<file path="config.mk">
export PLATFORM = sky130hd
export DESIGN_NAME = threshold_trigger_window_capture
export DESIGN_NICKNAME = d
export VERILOG_FILES = /design/src/rtl/core/ttwc_pkg.sv /design/src/rtl/core/ttwc_delay_line.sv /design/src/rtl/core/ttwc_window_ctrl.sv /design/src/rtl/core/threshold_trigger_window_capture.sv
export VERILOG_INCLUDE_DIRS = /design/src /design/src/rtl/core
export SDC_FILE = /design/constraint.sdc
export NUM_CORES = 1
export LEC_CHECK = 0
export BUFFER_PORTS_ARGS = -buffer_cell sky130_fd_sc_hd__buf_2
export CORE_MARGIN = 2
export CORE_UTILIZATION = 55
export CTS_CLUSTER_DIAMETER = 30
export CTS_CLUSTER_SIZE = 16
export DETAILED_ROUTE_END_ITERATION = 6
export PLACE_DENSITY = 0.71
export REMOVE_ABC_BUFFERS = 1
export SLEW_MARGIN = 20
export SYNTH_ARGS = -nofsm -noshare
export SYNTH_HDL_FRONTEND = slang
export SYNTH_HIERARCHICAL = 1
export SYNTH_SLANG_ARGS = --single-unit
</file>
<file path="constraint.sdc">
create_clock -name clock -period 3.29 [get_ports clock]
set_input_delay 0 -clock clock [delete_from_list [all_inputs] [get_ports clock]]
set_output_delay 0 -clock clock [all_outputs]
set_load 0.05 [all_outputs]
</file>
<file path="src/rtl/core/threshold_trigger_window_capture_macros.svh">
`ifndef THRESHOLD_TRIGGER_WINDOW_CAPTURE_MACROS_SVH
`define THRESHOLD_TRIGGER_WINDOW_CAPTURE_MACROS_SVH

// same-cycle implication
`define TTWC_ASSERT_NOW(label, ante, cons) \
   label: assert property (@(posedge clock) disable iff (reset) (ante) |-> (cons)) \
      else $error("ttwc check failed");

// next-cycle implication
`define TTWC_ASSERT_NEXT(label, ante, cons) \
   label: assert property (@(posedge clock) disable iff (reset) (ante) |=> (cons)) \
      else $error("ttwc check failed");

`endif

</file>
<file path="src/rtl/core/ttwc_pkg.sv">
package ttwc_pkg;

   localparam int PRE_SAMPLES_DEF   = 50;
   localparam int WINDOW_LENGTH_DEF = 750;

   localparam int SAMPLE_BITS = 12;
   localparam int POS_W       = 10;
   localparam int REQ_DATA_W  = 16;
   localparam int RSP_DATA_W  = 24;

   localparam logic [SAMPLE_BITS-1:0] THRESHOLD_RESET = SAMPLE_BITS'(100);

   typedef logic [SAMPLE_BITS-1:0] sample_type;
   typedef logic [POS_W-1:0]       position_type;

   typedef struct packed {
      position_type pos;
      logic         trig;
      logic         last;
   } window_tag_type;

endpackage

</file>
<file path="src/rtl/core/ttwc_delay_line.sv">
module ttwc_delay_line #(
   parameter int PRE_SAMPLES = ttwc_pkg::PRE_SAMPLES_DEF
) (
   input  logic                clock,
   input  logic                reset,
   input  logic                wr_en,
   input  ttwc_pkg::sample_type wr_sample,
   output ttwc_pkg::sample_type rd_sample
);
   import ttwc_pkg::*;

   localparam int PTR_W = (PRE_SAMPLES > 1) ? $clog2(PRE_SAMPLES) : 1;

   sample_type       history_mem [PRE_SAMPLES];
   logic [PTR_W-1:0] ptr_ff, ptr_in;
   logic             wrapped_ff, wrapped_in;
   sample_type       rd_ff;
   logic             rd_valid_ff;

   always_comb begin
      ptr_in     = ptr_ff;
      wrapped_in = wrapped_ff;
      if (wr_en) begin
         if (ptr_ff == PTR_W'(PRE_SAMPLES - 1)) begin
            ptr_in     = '0;
            wrapped_in = 1'b1;
         end else begin
            ptr_in = ptr_ff + PTR_W'(1);
         end
      end
   end

   // read-before-write on the same slot
   always_ff @(posedge clock) begin
      if (wr_en) begin
         rd_ff                <= history_mem[ptr_ff];
         history_mem[ptr_ff] <= wr_sample;
      end
   end

   always_ff @(posedge clock) begin
      if (reset) begin
         ptr_ff      <= '0;
         wrapped_ff  <= 1'b0;
         rd_valid_ff <= 1'b0;
      end else begin
         ptr_ff     <= ptr_in;
         wrapped_ff <= wrapped_in;
         if (wr_en) begin
            rd_valid_ff <= wrapped_ff;
         end
      end
   end

   // slots not yet written since reset read as zero
   assign rd_sample = rd_valid_ff ? rd_ff : '0;

endmodule

</file>
<file path="src/rtl/core/ttwc_window_ctrl.sv">
`include "threshold_trigger_window_capture_macros.svh"

module ttwc_window_ctrl #(
   parameter int PRE_SAMPLES   = ttwc_pkg::PRE_SAMPLES_DEF,
   parameter int WINDOW_LENGTH = ttwc_pkg::WINDOW_LENGTH_DEF
) (
   input  logic                    clock,
   input  logic                    reset,
   input  logic                    csr_valid,
   input  ttwc_pkg::sample_type    csr_data,
   input  logic                    accept,
   input  ttwc_pkg::sample_type    sample,
   output logic                    emit,
   output ttwc_pkg::window_tag_type tag
);
   import ttwc_pkg::*;

   localparam int CNT_W = $clog2(WINDOW_LENGTH);

   sample_type       threshold_ff;
   logic             capturing_ff, capturing_in;
   logic [CNT_W-1:0] count_ff, count_in;
   logic [CNT_W-1:0] pos;
   logic             last;

   always_comb begin
      emit = capturing_ff || (sample > threshold_ff);
      pos  = capturing_ff ? count_ff : '0;
      last = (pos == CNT_W'(WINDOW_LENGTH - 1));

      tag.pos  = POS_W'(pos);
      tag.trig = (32'(pos) == 32'(PRE_SAMPLES));
      tag.last = last;

      capturing_in = capturing_ff;
      count_in     = count_ff;
      if (accept && emit) begin
         capturing_in = !last;
         count_in     = last ? '0 : pos + CNT_W'(1);
      end
   end

   always_ff @(posedge clock) begin
      if (reset) begin
         threshold_ff <= THRESHOLD_RESET;
         capturing_ff <= 1'b0;
         count_ff     <= '0;
      end else begin
         if (csr_valid) begin
            threshold_ff <= csr_data;
         end
         capturing_ff <= capturing_in;
         count_ff     <= count_in;
      end
   end

   `TTWC_ASSERT_NOW(a_armed_count_zero, !capturing_ff, count_ff == '0)
   `TTWC_ASSERT_NEXT(a_window_continues, accept && emit && !last, capturing_ff)
   `TTWC_ASSERT_NEXT(a_rearm_after_last, accept && emit && last, !capturing_ff)

endmodule

</file>
<file path="src/rtl/core/threshold_trigger_window_capture.sv">
// Level trigger with pre-trigger capture. One sample word is accepted per clock,
// sustained, unless output back-pressure stalls the input; results pass through
// the s1 stage and the output register. The delay-line memory does one read and
// one write of the same slot for every accepted word. While armed, a sample
// above the threshold starts a window of WINDOW_LENGTH result words: the
// PRE_SAMPLES samples before the trigger, the trigger sample (is_trigger,
// position PRE_SAMPLES), then the following samples; tlast marks the final word
// and the block re-arms on the next input. Slots not yet written since reset
// read as zero, with no clearing pass. Write the threshold only while the block is idle.

`include "threshold_trigger_window_capture_macros.svh"

module threshold_trigger_window_capture #(
   parameter int PRE_SAMPLES   = ttwc_pkg::PRE_SAMPLES_DEF,
   parameter int WINDOW_LENGTH = ttwc_pkg::WINDOW_LENGTH_DEF
) (
   input  logic                            clock,
   input  logic                            reset,
   input  logic                            req_tvalid,
   output logic                            req_tready,
   input  logic [ttwc_pkg::REQ_DATA_W-1:0] req_tdata,  // [11:0] adc_sample
   output logic                            rsp_tvalid,
   input  logic                            rsp_tready,
   output logic [ttwc_pkg::RSP_DATA_W-1:0] rsp_tdata,  // [11:0] window_sample,
                                                       // [21:12] window_position
   output logic                            rsp_tuser,  // is_trigger
   output logic                            rsp_tlast,  // last_of_window
   input  logic                            csr_valid,
   output logic                            csr_ready,
   input  ttwc_pkg::sample_type            csr_data    // trigger_threshold
);
   import ttwc_pkg::*;

   localparam position_type LAST_POS = POS_W'(WINDOW_LENGTH - 1);

   logic           accept;
   logic           out_free;
   logic           emit;
   sample_type     sample;
   sample_type     delayed;
   window_tag_type tag;

   logic           s1_valid_ff, s1_valid_in;
   window_tag_type s1_tag_ff;
   logic           rsp_valid_ff, rsp_valid_in;
   window_tag_type rsp_tag_ff;
   sample_type     rsp_sample_ff;

   assign sample     = req_tdata[SAMPLE_BITS-1:0];
   assign out_free   = !rsp_valid_ff || rsp_tready;
   assign req_tready = !s1_valid_ff || out_free;
   assign accept     = req_tvalid && req_tready;
   assign csr_ready  = 1'b1;

   ttwc_delay_line #(
      .PRE_SAMPLES(PRE_SAMPLES)
   ) u_delay_line (
      .clock    (clock),
      .reset    (reset),
      .wr_en    (accept),
      .wr_sample(sample),
      .rd_sample(delayed)
   );

   ttwc_window_ctrl #(
      .PRE_SAMPLES  (PRE_SAMPLES),
      .WINDOW_LENGTH(WINDOW_LENGTH)
   ) u_window_ctrl (
      .clock    (clock),
      .reset    (reset),
      .csr_valid(csr_valid),
      .csr_data (csr_data),
      .accept   (accept),
      .sample   (sample),
      .emit     (emit),
      .tag      (tag)
   );

   always_comb begin
      if (accept) begin
         s1_valid_in = emit;
      end else begin
         s1_valid_in = s1_valid_ff && !out_free;
      end

      if (s1_valid_ff && out_free) begin
         rsp_valid_in = 1'b1;
      end else if (rsp_tready) begin
         rsp_valid_in = 1'b0;
      end else begin
         rsp_valid_in = rsp_valid_ff;
      end
   end

   always_ff @(posedge clock) begin
      if (reset) begin
         s1_valid_ff  <= 1'b0;
         rsp_valid_ff <= 1'b0;
      end else begin
         s1_valid_ff  <= s1_valid_in;
         rsp_valid_ff <= rsp_valid_in;
      end
   end

   always_ff @(posedge clock) begin
      if (accept) begin
         s1_tag_ff <= tag;
      end
      if (s1_valid_ff && out_free) begin
         rsp_tag_ff    <= s1_tag_ff;
         rsp_sample_ff <= delayed;
      end
   end

   assign rsp_tvalid = rsp_valid_ff;
   assign rsp_tdata  = RSP_DATA_W'({rsp_tag_ff.pos, rsp_sample_ff});
   assign rsp_tuser  = rsp_tag_ff.trig;
   assign rsp_tlast  = rsp_tag_ff.last;

   `TTWC_ASSERT_NOW(a_last_position, rsp_valid_ff && rsp_tag_ff.last, rsp_tag_ff.pos == LAST_POS)
   `TTWC_ASSERT_NEXT(a_stage_holds, s1_valid_ff && !out_free, s1_valid_ff)
   `TTWC_ASSERT_NEXT(a_emit_enters_stage, accept && emit, s1_valid_ff)

endmodule
</file>
==> metrics list <==
- The run finished with clean final reports.
* Synth warnings: 6
- Area growth from synthesis to final layout: 21.9%
- Clk Tree Root Cell: sky130_fd_sc_hd__clkbuf_16
- The H-tree was split into 3 levels.
- Arrival @ worst endpoint: 3580 ps
* MaxCap Viol Count: 0
* Crit path max-delay cell type: sky130_fd_sc_hd__nor2b_1
- The worst path uses 93.4% of the clock period.
- Cell depth of the worst min-delay path: 2
- In this run the vertical extent of the chip is 225 microns.
- CTS tree: done
- After the first detailed-routing iteration, the DRC count stood at 2152.
- Clock input transition at the sequential cells of the worst setup and hold paths: 50 ps
* Post-DP HPWL: 41.2 mm
- Sw Share: 22.2%
- Number of antenna violations at the first check in global routing: 3
- Finished Core Util: 68.2%
* Reported net switching power: 0.00507 W
- Flop and latch count out of synthesis: 681
- The critical path is of the flip-flop to flip-flop type.
- The initial utilization of the core area, before any placement, comes to 56.0%.
- Summing all non-filler instances in the final layout gives an area of 0.0327 sq mm.
- Total congestion overflow after global routing: 0
- Cells with a size suffix above 1 make up 25.4% of the layout.
* TritonCTS buffer count: 115
- Clock latency on the worst-skew pair, taken at its later pin, is 660 ps.
- Number of global-route vias before repair: 16300
* Mean area per synthesized cell: 17.3 sq um
* Post-route DRC violation count: 0
- Area of the multi-input gates: 0.00613 sq mm
* Die W: 225 microns
* Drt pass-1 iters: 5
* PortBufs: 54
- The worst register-to-register path begins at u_delay_line/ptr_ff[2].
- The number of antenna diodes in the final layout is 0.
- The number of setup buffers added after CTS is 0.
* Count of final setup violators: 0
- Global routing used 28.5% of the available tracks.
* Length in cells of the worst reg-to-reg path: 6
- The synthesized netlist contains 87 unique library cells.
- In the final design database the tool counted 1843 nets.
- Top achievable clock speed: 325 MHz
- Data on the critical path is required at its endpoint by 3790 ps.
- Post-place instance area: 0.0284 sq mm
- Clock network fraction of design power: 51.6%
* Total via count in the routed design: 16000
* P_int: 0.0177 W
* Num Clock Sinks: 681
- Post-Syn Area: 0.0268 sq mm
- Most frequent cells in the layout: sky130_fd_sc_hd__edfxtp_1, sky130_fd_sc_hd__buf_4, sky130_fd_sc_hd__clkbuf_16
* Cell type group with the largest total delay on the critical path: simple AND/OR/NAND/NOR gates
* Average routed wire per standard cell: 28.3 microns
- Path class of the lowest-slack min-delay path: input pin to flip-flop
- The floorplan has 80 rows.
- Ports: 62
- Internal reg-to-reg setup slack: 220 ps
- Main synth FF type: sky130_fd_sc_hd__edfxtp_1
- The number of hold violations in the final report was 0.
* Worst clock skew on the final layout: 22.0 ps
- The die covers 0.0506 sq mm.
- Hold timing on the final database bottoms out at a slack of 29.3 ps.
* Share of flip-flops with an asynchronous set or reset: 0%
- Antenna violation net count after detailed routing: 0
- Headroom to the max-slew limit came out at 35.2%.
* Via density per instance: 6.39
* Sequential cell area in the final layout: 0.0201 sq mm
- Buffers and inverters on the worst path: 1
- Time the worst path needs with I/O delays and setup: 3070 ps
- In this run the standard cell core region covers 0.0479 sq mm.
- Delay of the slowest cell on the worst path: 820 ps
- STA classifies the critical path startpoint as a flip-flop.
* CP cell instances: nor2b_1 > buf_4 > a22oi_1 > o21ai_0 > o21ai_0 > nand4_1
- In this run, synthesis inferred 648 flip-flops with an integrated enable.
* Path length in cells of the critical path: 6
- Syn Inst Count: 1552
- At the pin with the least slew margin, the transition time is 971 ps.
- Wire length of the first global-routing pass: 104 mm
- Proportion of power drawn by combinational gates: 5.9%
- The worst hold path begins at req_tdata[3].
- Fill cells in the final layout number 2953.
- Share of synthesized area occupied by flip-flops and latches: 75.0%
- In this run the power density over the cells is 697 mW/mm^2.
* Largest voltage drop on the vdd net: 0.000467 V
- At the end of routability-driven placement, the weighted congestion stood at 0.912.
- Summed over all layers, the routed wires come to 70.9 mm.
- CP Capture Type: flip-flop
* Endpoint of the worst hold path: u_delay_line/history_mem[11][3]
- Entering global routing, the biggest net connects 52 pins.
* Final Max Tran Viols: 0
* Most frequent standard cell in the layout excluding fill and tap cells: sky130_fd_sc_hd__edfxtp_1
* Critical-path maximum fanout: 30
- Cell leakage power: 11.1 nW
- Capture instance of the worst register-to-register path: u_delay_line/rd_ff[2]
- The share of total power dissipated in sequential elements is 42.4%.
- Counting along the longest clock path gives a buffer depth of 3.
- Setup repair after global routing left no endpoint under its margin.
- The cell that appears most often on the critical path is sky130_fd_sc_hd__o21ai_0.
[cell families (layout without fill, tap and decap cells)]
group | Yosys count | count (layout) | synth area share (%)
AND/OR/NAND/NOR | 292 | 292 | 5.55
AO/OA/AOI/OAI | 273 | 273 | 7.80
XOR/XNOR | 6 | 6 | 0.196
buffers and inverters | 123 | 462 | 2.26
multiplexers | 158 | 158 | 8.42
adder cells (fa/ha/maj) | 17 | 17 | 0.792
other | 2 | 3 | 0.0280
flip-flops | 681 | 681 | 75.0
[metal layers]
layer / part of all wire [%] / GRT usage, %
met1: 38 / 38.6
met3: 12 / 7.29
met4: 4.4 / 14.0
met5: 0 / 0
met2: 46 / 43.4
[metrics by stage]
step	power (W)	TNS, ps	cells	worst slack [ps]
global route	0.0233	0	2507	220
global placement	0.0111	0	2245	362
finish	0.0228	0	2507	216
detailed placement	0.0111	0	2245	323
floorplan	0.0105	-1381470	1452	-3750
CTS	0.0229	0	2507	294
[power groups by stage]
stage	combinational [W]	sequential [W]	clock, W
2_1_floorplan	0.000599	0.00992	0
3_3_place_gp	0.00124	0.00984	0
3_5_place_dp	0.00126	0.00984	0
4_1_cts	0.00132	0.00967	0.0119
5_1_grt	0.00142	0.00968	0.0123
6_report	0.00135	0.00968	0.0118
[worst reg2reg max path: stages (launching register included)]
cell                      delay (ps)
sky130_fd_sc_hd__dfxtp_4         720
sky130_fd_sc_hd__nor2b_1         850
sky130_fd_sc_hd__buf_4           290
sky130_fd_sc_hd__a22oi_1          90
sky130_fd_sc_hd__o21ai_0         410
sky130_fd_sc_hd__o21ai_0         330
sky130_fd_sc_hd__nand4_1         220
[flip-flops by register name, summed over array words and instances (netlist names)]
register                    cells
u_delay_line/rd_ff             12
u_delay_line/ptr_ff             6
u_window_ctrl/count_ff         10
u_window_ctrl/threshold_ff     12
rsp_tdata                      10
rsp_tvalid                      1
u_delay_line/wrapped_ff         1
u_window_ctrl/capturing_ff      1
rsp_sample_ff                  12
u_delay_line/history_mem      600
rsp_tuser                       1
s1_valid_ff                     1
rsp_tlast                       1
u_delay_line/rd_valid_ff        1
s1_tag_ff                      12
[cell usage after synthesis (8+ instances only)]
master / n / area share (%)
sky130_fd_sc_hd__edfxtp_1: 648 / 72
sky130_fd_sc_hd__nor2_1: 106 / 1.5
sky130_fd_sc_hd__mux2i_1: 78 / 2.9
sky130_fd_sc_hd__a221oi_1: 77 / 2.5
sky130_fd_sc_hd__nand2_1: 65 / 0.91
sky130_fd_sc_hd__mux4_2: 51 / 4.3
sky130_fd_sc_hd__buf_2: 38 / 0.71
sky130_fd_sc_hd__clkbuf_1: 35 / 0.49
sky130_fd_sc_hd__dfxtp_1: 33 / 2.5
sky130_fd_sc_hd__and2_1: 30 / 0.70
sky130_fd_sc_hd__a21oi_1: 28 / 0.52
sky130_fd_sc_hd__o22ai_1: 28 / 0.65
sky130_fd_sc_hd__mux2_2: 27 / 1.1
sky130_fd_sc_hd__o21ai_0: 24 / 0.45
sky130_fd_sc_hd__inv_1: 21 / 0.29
sky130_fd_sc_hd__buf_4: 18 / 0.50
sky130_fd_sc_hd__a22oi_1: 17 / 0.48
sky130_fd_sc_hd__ha_1: 17 / 0.79
sky130_fd_sc_hd__a221o_1: 11 / 0.41
sky130_fd_sc_hd__a31oi_1: 11 / 0.26
sky130_fd_sc_hd__a22o_1: 9 / 0.29
sky130_fd_sc_hd__nand4_1: 9 / 0.21
sky130_fd_sc_hd__nor2b_1: 9 / 0.21
sky130_fd_sc_hd__nand2b_1: 8 / 0.19
sky130_fd_sc_hd__nand3_1: 8 / 0.15
sky130_fd_sc_hd__nor3_1: 8 / 0.15
sky130_fd_sc_hd__o211ai_1: 8 / 0.22
[what timing repair did]
action                                 CTS  global route
endpoints found under the hold margin   74             0
gates resized for setup                  0             0
hold buffers                            46             0
[cell type report]
class,instances,area share [%]
inverters,22,0.252
clock inverters,82,2.66
well taps,615,2.35
flip-flops and latches,681,61.5
clock buffers,134,9.21
repair buffers,224,5.27
multi-input cells,749,18.7
[worst max path at each step]
| stage | start | end | slack, ps |
|---|---|---|---|
| after global routing | u_delay_line/ptr_ff[2] | u_delay_line/rd_ff[0] | 220 |
| after floorplan | u_delay_line/ptr_ff[2] | u_delay_line/rd_ff[1] | -3750 |
| final | u_delay_line/ptr_ff[2] | u_delay_line/rd_ff[2] | 220 |
| after detailed placement | u_delay_line/ptr_ff[2] | u_delay_line/rd_ff[0] | 320 |
| after global placement | u_delay_line/ptr_ff[0] | u_delay_line/rd_ff[2] | 360 |
| after CTS | u_delay_line/ptr_ff[2] | u_delay_line/rd_ff[0] | 290 |
Power figures use the tool's default switching activity.
